**config.mk**
```make
export PLATFORM = sky130hd
export DESIGN_NAME = temperature_seven_segment_encoder
export DESIGN_NICKNAME = d
export VERILOG_FILES = /design/src/rtl/tsse_pkg.sv /design/src/rtl/tsse_div_cell.sv /design/src/rtl/tsse_bcd_cell.sv /design/src/rtl/temperature_seven_segment_encoder.sv
export SDC_FILE = /design/constraint.sdc
export NUM_CORES = 2
export LEC_CHECK = 0
export ABC_AREA = 1
export BUFFER_PORTS_ARGS = -buffer_cell sky130_fd_sc_hd__buf_2
export CORE_ASPECT_RATIO = 1.25
export CORE_MARGIN = 1.5
export CORE_UTILIZATION = 40
export DETAILED_ROUTE_END_ITERATION = 7
export SLEW_MARGIN = 0
export SYNTH_ARGS = -nofsm -noshare
export SYNTH_HDL_FRONTEND = slang
export SYNTH_SLANG_ARGS = --single-unit
```
**constraint.sdc**
```tcl
create_clock -name clk -period 35 [get_ports clk]
set_input_delay 3.5 -clock clk [delete_from_list [all_inputs] [get_ports clk]]
set_output_delay 3.5 -clock clk [all_outputs]
set_load 0.01 [all_outputs]
```
**src/rtl/tsse_pkg.sv**
```systemverilog
package tsse_pkg;

  // Field widths
  localparam int SAMPLE_W  = 15;
  localparam int STEP_W    = 8;
  localparam int SHOWN_W   = 16;
  localparam int BCD_W     = 16;
  localparam int SEG_W     = 8;
  localparam int P9_W      = 19;
  localparam int RECIP_W   = 20;
  localparam int PROD_W    = P9_W + RECIP_W;

  // One divider cell per quotient bit, one BCD cell per shown bit
  localparam int DIV_CELLS = SAMPLE_W;
  localparam int BCD_CELLS = SHOWN_W;

  localparam logic [STEP_W-1:0]  STEP_RESET = 8'd50;

  // floor(x/5) = (x * RECIP_FIVE) >> RECIP_SHIFT for x below 2^19
  localparam logic [RECIP_W-1:0] RECIP_FIVE  = 20'd838861;
  localparam int                 RECIP_SHIFT = 22;
  localparam logic [16:0]        F_OFFSET    = 17'd32;

  localparam logic [SEG_W-1:0] SEG_DEGREE = 8'h63;
  localparam logic [SEG_W-1:0] SEG_C      = 8'h39;
  localparam logic [SEG_W-1:0] SEG_F      = 8'h71;

  // Word moving through the divider chain
  typedef struct packed {
    logic                mode;
    logic [STEP_W-1:0]   rem;
    logic [SAMPLE_W-1:0] work;
  } div_word_t;

  // Word moving through the binary-to-BCD chain
  typedef struct packed {
    logic                mode;
    logic [SAMPLE_W-1:0] celsius;
    logic [SHOWN_W-1:0]  bin;
    logic [BCD_W-1:0]    bcd;
  } bcd_word_t;

  // Finished result word
  typedef struct packed {
    logic [SAMPLE_W-1:0] celsius;
    logic [31:0]         right;
    logic [15:0]         left;
    logic                led;
  } out_word_t;

  // Seven-segment pattern of one decimal digit
  function automatic logic [SEG_W-1:0] seg_of(input logic [3:0] digit);
    logic [SEG_W-1:0] seg;
    case (digit)
      4'd0:    seg = 8'h3F;
      4'd1:    seg = 8'h06;
      4'd2:    seg = 8'h5B;
      4'd3:    seg = 8'h4F;
      4'd4:    seg = 8'h66;
      4'd5:    seg = 8'h6D;
      4'd6:    seg = 8'h7D;
      4'd7:    seg = 8'h07;
      4'd8:    seg = 8'h7F;
      4'd9:    seg = 8'h6F;
      default: seg = 8'h00;
    endcase
    return seg;
  endfunction

endpackage

```
**src/rtl/tsse_div_cell.sv**
```systemverilog
module tsse_div_cell (
  input  logic                              clk,
  input  logic                              rst,
  input  logic                              en,
  input  logic [tsse_pkg::STEP_W-1:0]       divisor,
  input  logic                              in_valid,
  input  tsse_pkg::div_word_t               in_word,
  output logic                              out_valid,
  output tsse_pkg::div_word_t               out_word
);

  logic [tsse_pkg::STEP_W:0]   trial;
  logic [tsse_pkg::STEP_W:0]   diff;
  logic                        ge;
  tsse_pkg::div_word_t         word_next;

  // Restoring step: bring in the next dividend bit, subtract if it fits
  always_comb begin
    trial = {in_word.rem, in_word.work[tsse_pkg::SAMPLE_W-1]};
    diff  = trial - {1'b0, divisor};
    ge    = (trial >= {1'b0, divisor});
    word_next.mode = in_word.mode;
    word_next.rem  = ge ? diff[tsse_pkg::STEP_W-1:0] : trial[tsse_pkg::STEP_W-1:0];
    word_next.work = {in_word.work[tsse_pkg::SAMPLE_W-2:0], ge};
  end

  // Hand the word to the next cell
  always_ff @(posedge clk) begin
    if (rst) begin
      out_valid <= 1'b0;
    end else if (en) begin
      out_valid <= in_valid;
    end
  end

  always_ff @(posedge clk) begin
    if (en) begin
      out_word <= word_next;
    end
  end

endmodule

```
**src/rtl/tsse_bcd_cell.sv**
```systemverilog
module tsse_bcd_cell (
  input  logic                clk,
  input  logic                rst,
  input  logic                en,
  input  logic                in_valid,
  input  tsse_pkg::bcd_word_t in_word,
  output logic                out_valid,
  output tsse_pkg::bcd_word_t out_word
);

  logic [tsse_pkg::BCD_W-1:0] adj;
  tsse_pkg::bcd_word_t        word_next;

  // Add three to every digit of five or more, then shift one bit in
  always_comb begin
    for (int d = 0; d < tsse_pkg::BCD_W / 4; d++) begin
      adj[d*4 +: 4] = (in_word.bcd[d*4 +: 4] >= 4'd5) ?
                      in_word.bcd[d*4 +: 4] + 4'd3 : in_word.bcd[d*4 +: 4];
    end
    word_next.mode    = in_word.mode;
    word_next.celsius = in_word.celsius;
    // drop the carry out of the thousands digit
    word_next.bcd     = {adj[tsse_pkg::BCD_W-2:0], in_word.bin[tsse_pkg::SHOWN_W-1]};
    word_next.bin     = {in_word.bin[tsse_pkg::SHOWN_W-2:0], 1'b0};
  end

  // Hand the word to the next cell
  always_ff @(posedge clk) begin
    if (rst) begin
      out_valid <= 1'b0;
    end else if (en) begin
      out_valid <= in_valid;
    end
  end

  always_ff @(posedge clk) begin
    if (en) begin
      out_word <= word_next;
    end
  end

endmodule

```
**src/rtl/temperature_seven_segment_encoder.sv**
```systemverilog
// Temperature seven-segment encoder.
// Input channel: in_valid / in_stall carry one converter word (adc_word, bit 15
// ignored) and the unit switch celsius_mode. Output channel: out_valid /
// out_stall carry the Celsius value, the right display word (tens, ones,
// degree symbol, C or F glyph), the left display word (thousands, hundreds)
// and the Celsius LED bit.
// Configuration: a write on cfg_valid / cfg_ready sets the converter step
// (cfg_data); a step of zero divides by one. Write it only while idle.
// From acceptance to out_valid a word passes 1 input register,
// 15 divider cells (one quotient bit each), 2 Fahrenheit stages (times nine,
// then a reciprocal multiply by one fifth), 16 binary-to-BCD cells and the
// output register. One word is accepted every cycle while in_stall is low.
// When the receiver stalls, the output holds and a one-word skid register
// catches the next result; while the skid is full, in_stall is high and the
// whole chain holds. in_stall is a register, not a path from out_stall.
// Reset clears every valid bit, empties the output and the skid, and loads
// the step register with 50.
module temperature_seven_segment_encoder (
  input  logic                              clk,
  input  logic                              rst,
  input  logic                              cfg_valid,
  output logic                              cfg_ready,
  input  logic [tsse_pkg::STEP_W-1:0]       cfg_data,
  input  logic                              in_valid,
  output logic                              in_stall,
  input  logic [15:0]                       adc_word,
  input  logic                              celsius_mode,
  output logic                              out_valid,
  input  logic                              out_stall,
  output logic [tsse_pkg::SAMPLE_W-1:0]     temp_celsius,
  output logic [31:0]                       right_display,
  output logic [15:0]                       left_display,
  output logic                              celsius_led
);

  logic [tsse_pkg::STEP_W-1:0]  adc_step;
  logic [tsse_pkg::STEP_W-1:0]  divisor;
  logic                         en;

  logic                         div_v [0:tsse_pkg::DIV_CELLS];
  tsse_pkg::div_word_t          div_w [0:tsse_pkg::DIV_CELLS];

  logic                         f1_valid;
  logic                         f1_mode;
  logic [tsse_pkg::SAMPLE_W-1:0] f1_celsius;
  logic [tsse_pkg::P9_W-1:0]    f1_p9;

  logic                         f2_valid;
  logic                         f2_mode;
  logic [tsse_pkg::SAMPLE_W-1:0] f2_celsius;
  logic [tsse_pkg::PROD_W-1:0]  f2_prod;

  logic [tsse_pkg::SHOWN_W-1:0] shown;
  logic                         bcd_v [0:tsse_pkg::BCD_CELLS];
  tsse_pkg::bcd_word_t          bcd_w [0:tsse_pkg::BCD_CELLS];

  tsse_pkg::out_word_t          result;
  tsse_pkg::out_word_t          out_word;
  tsse_pkg::out_word_t          skid_word;
  logic                         skid_valid;
  logic                         pop;
  logic                         incoming;

  // Step register
  assign cfg_ready = 1'b1;

  always_ff @(posedge clk) begin
    if (rst) begin
      adc_step <= tsse_pkg::STEP_RESET;
    end else if (cfg_valid && cfg_ready) begin
      adc_step <= cfg_data;
    end
  end

  assign divisor = (adc_step == '0) ? tsse_pkg::STEP_W'(1) : adc_step;

  // Chain advances unless the skid holds a word
  assign en       = !skid_valid;
  assign in_stall = skid_valid;

  // Input register: clear status bit, start remainder at zero
  always_ff @(posedge clk) begin
    if (rst) begin
      div_v[0] <= 1'b0;
    end else if (en) begin
      div_v[0] <= in_valid;
    end
  end

  always_ff @(posedge clk) begin
    if (en) begin
      div_w[0].mode <= celsius_mode;
      div_w[0].rem  <= '0;
      div_w[0].work <= adc_word[tsse_pkg::SAMPLE_W-1:0];
    end
  end

  // Divider chain, one quotient bit per cell
  for (genvar k = 0; k < tsse_pkg::DIV_CELLS; k++) begin : g_div
    tsse_div_cell u_cell (
      .clk       (clk),
      .rst       (rst),
      .en        (en),
      .divisor   (divisor),
      .in_valid  (div_v[k]),
      .in_word   (div_w[k]),
      .out_valid (div_v[k+1]),
      .out_word  (div_w[k+1])
    );
  end

  // Fahrenheit: times nine, then divide by five through a reciprocal
  always_ff @(posedge clk) begin
    if (rst) begin
      f1_valid <= 1'b0;
      f2_valid <= 1'b0;
    end else if (en) begin
      f1_valid <= div_v[tsse_pkg::DIV_CELLS];
      f2_valid <= f1_valid;
    end
  end

  always_ff @(posedge clk) begin
    if (en) begin
      f1_mode    <= div_w[tsse_pkg::DIV_CELLS].mode;
      f1_celsius <= div_w[tsse_pkg::DIV_CELLS].work;
      f1_p9      <= {4'b0, div_w[tsse_pkg::DIV_CELLS].work}
                  + {1'b0, div_w[tsse_pkg::DIV_CELLS].work, 3'b0};
      f2_mode    <= f1_mode;
      f2_celsius <= f1_celsius;
      f2_prod    <= tsse_pkg::PROD_W'(f1_p9) * tsse_pkg::PROD_W'(tsse_pkg::RECIP_FIVE);
    end
  end

  // Pick the shown value
  assign shown = f2_mode ? {1'b0, f2_celsius}
               : tsse_pkg::SHOWN_W'(f2_prod[tsse_pkg::PROD_W-1:tsse_pkg::RECIP_SHIFT]
                                    + tsse_pkg::F_OFFSET);

  assign bcd_v[0]         = f2_valid;
  assign bcd_w[0].mode    = f2_mode;
  assign bcd_w[0].celsius = f2_celsius;
  assign bcd_w[0].bin     = shown;
  assign bcd_w[0].bcd     = '0;

  // Binary-to-BCD chain, one shown bit per cell
  for (genvar k = 0; k < tsse_pkg::BCD_CELLS; k++) begin : g_bcd
    tsse_bcd_cell u_cell (
      .clk       (clk),
      .rst       (rst),
      .en        (en),
      .in_valid  (bcd_v[k]),
      .in_word   (bcd_w[k]),
      .out_valid (bcd_v[k+1]),
      .out_word  (bcd_w[k+1])
    );
  end

  // Map digits to segments and pack the display words
  always_comb begin
    result.celsius = bcd_w[tsse_pkg::BCD_CELLS].celsius;
    result.led     = bcd_w[tsse_pkg::BCD_CELLS].mode;
    result.right   = {tsse_pkg::seg_of(bcd_w[tsse_pkg::BCD_CELLS].bcd[7:4]),
                      tsse_pkg::seg_of(bcd_w[tsse_pkg::BCD_CELLS].bcd[3:0]),
                      tsse_pkg::SEG_DEGREE,
                      bcd_w[tsse_pkg::BCD_CELLS].mode ? tsse_pkg::SEG_C : tsse_pkg::SEG_F};
    result.left    = {tsse_pkg::seg_of(bcd_w[tsse_pkg::BCD_CELLS].bcd[15:12]),
                      tsse_pkg::seg_of(bcd_w[tsse_pkg::BCD_CELLS].bcd[11:8])};
  end

  // Output register with one-word skid
  assign pop      = out_valid && !out_stall;
  assign incoming = bcd_v[tsse_pkg::BCD_CELLS] && en;

  always_ff @(posedge clk) begin
    if (rst) begin
      out_valid  <= 1'b0;
      skid_valid <= 1'b0;
    end else if (skid_valid) begin
      if (pop) begin
        skid_valid <= 1'b0;
      end
    end else begin
      out_valid <= incoming || (out_valid && !pop);
      if (incoming && out_valid && !pop) begin
        skid_valid <= 1'b1;
      end
    end
  end

  always_ff @(posedge clk) begin
    if (skid_valid) begin
      if (pop) begin
        out_word <= skid_word;
      end
    end else if (incoming) begin
      if (!out_valid || pop) begin
        out_word <= result;
      end else begin
        skid_word <= result;
      end
    end
  end

  assign temp_celsius  = out_word.celsius;
  assign right_display = out_word.right;
  assign left_display  = out_word.left;
  assign celsius_led   = out_word.led;

endmodule

```
==> flow_metrics.py <==
metrics = {
    "synthesis": {
        "synth_flop_cell": "edfxtp_1",
        "synth_edf_count": 1058,
        "synth_top_area_share_pct": 61.46,
        "synth_commonest_cells": "edfxtp_1, nand2_1, inv_1",
        "synthTopCellsByArea": "edfxtp_1, ha_1, nand2_1",
        "ys_seq_area_share_pct": 64.24,
        "synth_area_per_cell_um2": 12.65,
        "async_flop_share_pct": 0,
        "netlist_area_um2": 51700,
        "synth_most_common_cell": "edfxtp_1",
        "synth.distinct_cells": 60,
        "ys_ff_latch": 1130,
        "yosysWarnings": 0,
        "synth_area_leader_cell": "edfxtp_1",
        "synthCells": 4088,
    },
    "layout": {
        "n_antenna_cell": 0,
        "num-nets-final": 4747,
        "area_growth_pct": 11.46,
        "stdcell_area_um2": 57620,
        "drive_above_1_share_pct": 8.132,
        "final_util_pct": 44.88,
        "nFillCells": 11634,
    },
    "sta": {
        "slew_viol_final": 0,
        "period_needed_ps": 5945,
        "slew_headroom_pct": 29.90,
        "min_period_over_period_pct": 16.99,
        "skew_ps": 29.61,
        "fmax_mhz": 168.2,
        "rsz0062_at_grt": "false",
        "hold-worst-slack_ps": 392.8,
        "hold_viol": 0,
        "setup_viol": 0,
        "tightest_slew_ps": 1050,
        "tns_ps": 0,
    },
    "clock_network": {
        "cts.clk_slew.worst_paths_ps": 60,
        "post_cts_buffers": 0,
        "cts-root-buf": "clkbuf_16",
        "insertion_delay_ps": 730,
        "cts_sinks": 1130,
        "hold_buffers": 0,
        "cts_inserted_buffers": 111,
        "cts_tree": "built",
        "clockBufferDepth": 3,
        "cts_resized": 0,
        "htreeDepth": 3,
    },
    "setup_path": {
        "cp_max_fo": 5,
        "reg2reg_depth": 20,
        "worst_ep_required_time_ps": 35480,
        "r2r_slack_ps": 29060,
        "worstSetupEndpointType": "flip-flop",
        "crit_type": "reg -> reg",
        "timing.rr.end": "f2_prod[32]",
        "arrival_ps": 6430,
        "start_kind": "flip-flop",
        "critical_path.startpoint": "f1_p9[4]",
        "rr_startpoint": "f1_p9[4]",
    },
    "die": {
        "initial_core_util_pct": 40.27,
        "rows": 147,
        "dieArea_um2": 131400,
        "die-height_um": 404.9,
        "die_w_um": 324.5,
        "num_io_pins": 97,
        "design.core.area_um2": 128400,
    },
    "global_route": {
        "grtUsageMet2_pct": 22.23,
        "grt_pass1_wl_mm": 136.4,
        "grt_use_total_pct": 12.82,
        "antenna_found_initial": 0,
        "globalRouteMet3Util_pct": 2.287,
        "busiest_layer": "met2",
        "grt_pass1_vias": 27499,
        "overflow": 0,
        "grt_max_degree": 192,
        "met1_usage_pct": 15.87,
    },
    "place": {
        "place.gp.congestion": 0.8641,
        "placed_cell_area_um2": 54050,
        "hpwlAfterDp_mm": 56.16,
        "portBuffers": 76,
    },
    "run_status": {
        "status": "completed",
    },
    "route": {
        "drtIter0Drc": 1811,
        "remaining_drc_errors": 0,
        "ant_nets": 0,
        "vias": 28428,
        "wl_per_cell_um": 13.86,
        "post_drt_via_cell_ratio": 4.696,
        "wl_mm": 83.89,
        "drt-pass1-iter-count": 6,
    },
    "flow_run": {
        "drv_cap": 0,
    },
    "worst_hold_path": {
        "min_path_type": "reg -> reg",
        "min_to": "g_bcd[4].u_cell.out_word[38]",
        "hold_path_startpoint": "g_bcd[3].u_cell.out_word[38]",
        "whs_path_depth": 0,
    },
}
==> area by class of cell <==
| type | count | area [um2] | area share (%) |
|---|---|---|---|
| sequential | 1130 | 33210 | 57.64 |
| multi-input combinational | 2350 | 16040 | 27.84 |
| clock buffer | 133 | 2903 | 5.038 |
| tap | 1713 | 2143 | 3.720 |
| inverter | 566 | 2132 | 3.700 |
| clock inverter | 72 | 666.9 | 1.157 |
| timing repair buffer | 90 | 523.0 | 0.9077 |
==> kinds of logic after synthesis <==
logic type	synth area share [%]
other	0.01453
adder cells (fa/ha/maj)	12.97
flip-flops	64.24
XOR/XNOR	2.135
AND/OR/NAND/NOR	9.192
AO/OA/AOI/OAI	6.559
buffers and inverters	4.887
==> cell usage in the layout (no fill, tap or decap), types with 19 or more instances in the layout <==
| cell | count |
|---|---|
| clkbuf_1 | 20 |
| o21ai_0 | 214 |
| o21ai_1 | 47 |
| fa_1 | 113 |
| ha_1 | 355 |
| clkinv_1 | 22 |
| dfxtp_1 | 71 |
| a21oi_1 | 256 |
| xor2_1 | 96 |
| clkbuf_16 | 113 |
| nor3_1 | 28 |
| nand3_1 | 88 |
| xnor2_1 | 30 |
| conb_1 | 19 |
| edfxtp_1 | 1058 |
| buf_2 | 76 |
| nand4_1 | 24 |
| clkinv_2 | 25 |
| nand2_1 | 610 |
| inv_1 | 551 |
| nor2_1 | 296 |
==> per-stage QoR <==
stage          std cells  worst slack (ps)
6_report            6054             29060
5_1_grt             6054             28650
4_1_cts             6054             29010
3_5_place_dp        5849             29010
3_3_place_gp        5849             29040
2_1_floorplan       4105              6364
==> worst max-delay path, stage by stage (launching register included) <==
cell	delay, ps
edfxtp_1	510
ha_1	370
inv_1	70
fa_1	560
inv_1	110
fa_1	600
inv_1	80
fa_1	540
inv_1	60
fa_1	550
inv_1	60
fa_1	530
inv_1	40
ha_1	360
a21oi_1	220
a21boi_1	240
o21ai_0	150
a211oi_1	440
nand2_1	100
nand2_1	80
nand2_1	50
==> worst max-delay path by stage <==
stage	end	slack, ps
final	f2_prod[32]	29060
after global routing	f2_prod[32]	28650
after CTS	f2_prod[32]	29010
after detailed placement	f2_prod[32]	29010
after global placement	f2_prod[32]	29040
after floorplan	div_w[360]	6360
==> registers in the layout, summed over array words and instances (netlist names), 8 cells and up <==
signal and cells:
temp_celsius 15, right_display 16, g_div.u_cell.out_word 352, skid_word 45, left_display 14, f2_prod 16, f1_p9 16, f2_celsius 15
adc_step 8, g_bcd.u_cell.out_valid 16, g_div.u_cell.out_valid 15, g_bcd.u_cell.out_word 536, result 28, f1_celsius 15, div_w 16
==> per-layer routing <==
layer,wire length (um),up-vias
met2,41770,418
li1,-,14386
met4,2484,0
met3,2911,142
met1,36720,13482
met5,0,-
Power is left out: the tool's default activity adds up to more than one toggle a clock period on the data nets, which glitch-free logic cannot reach.
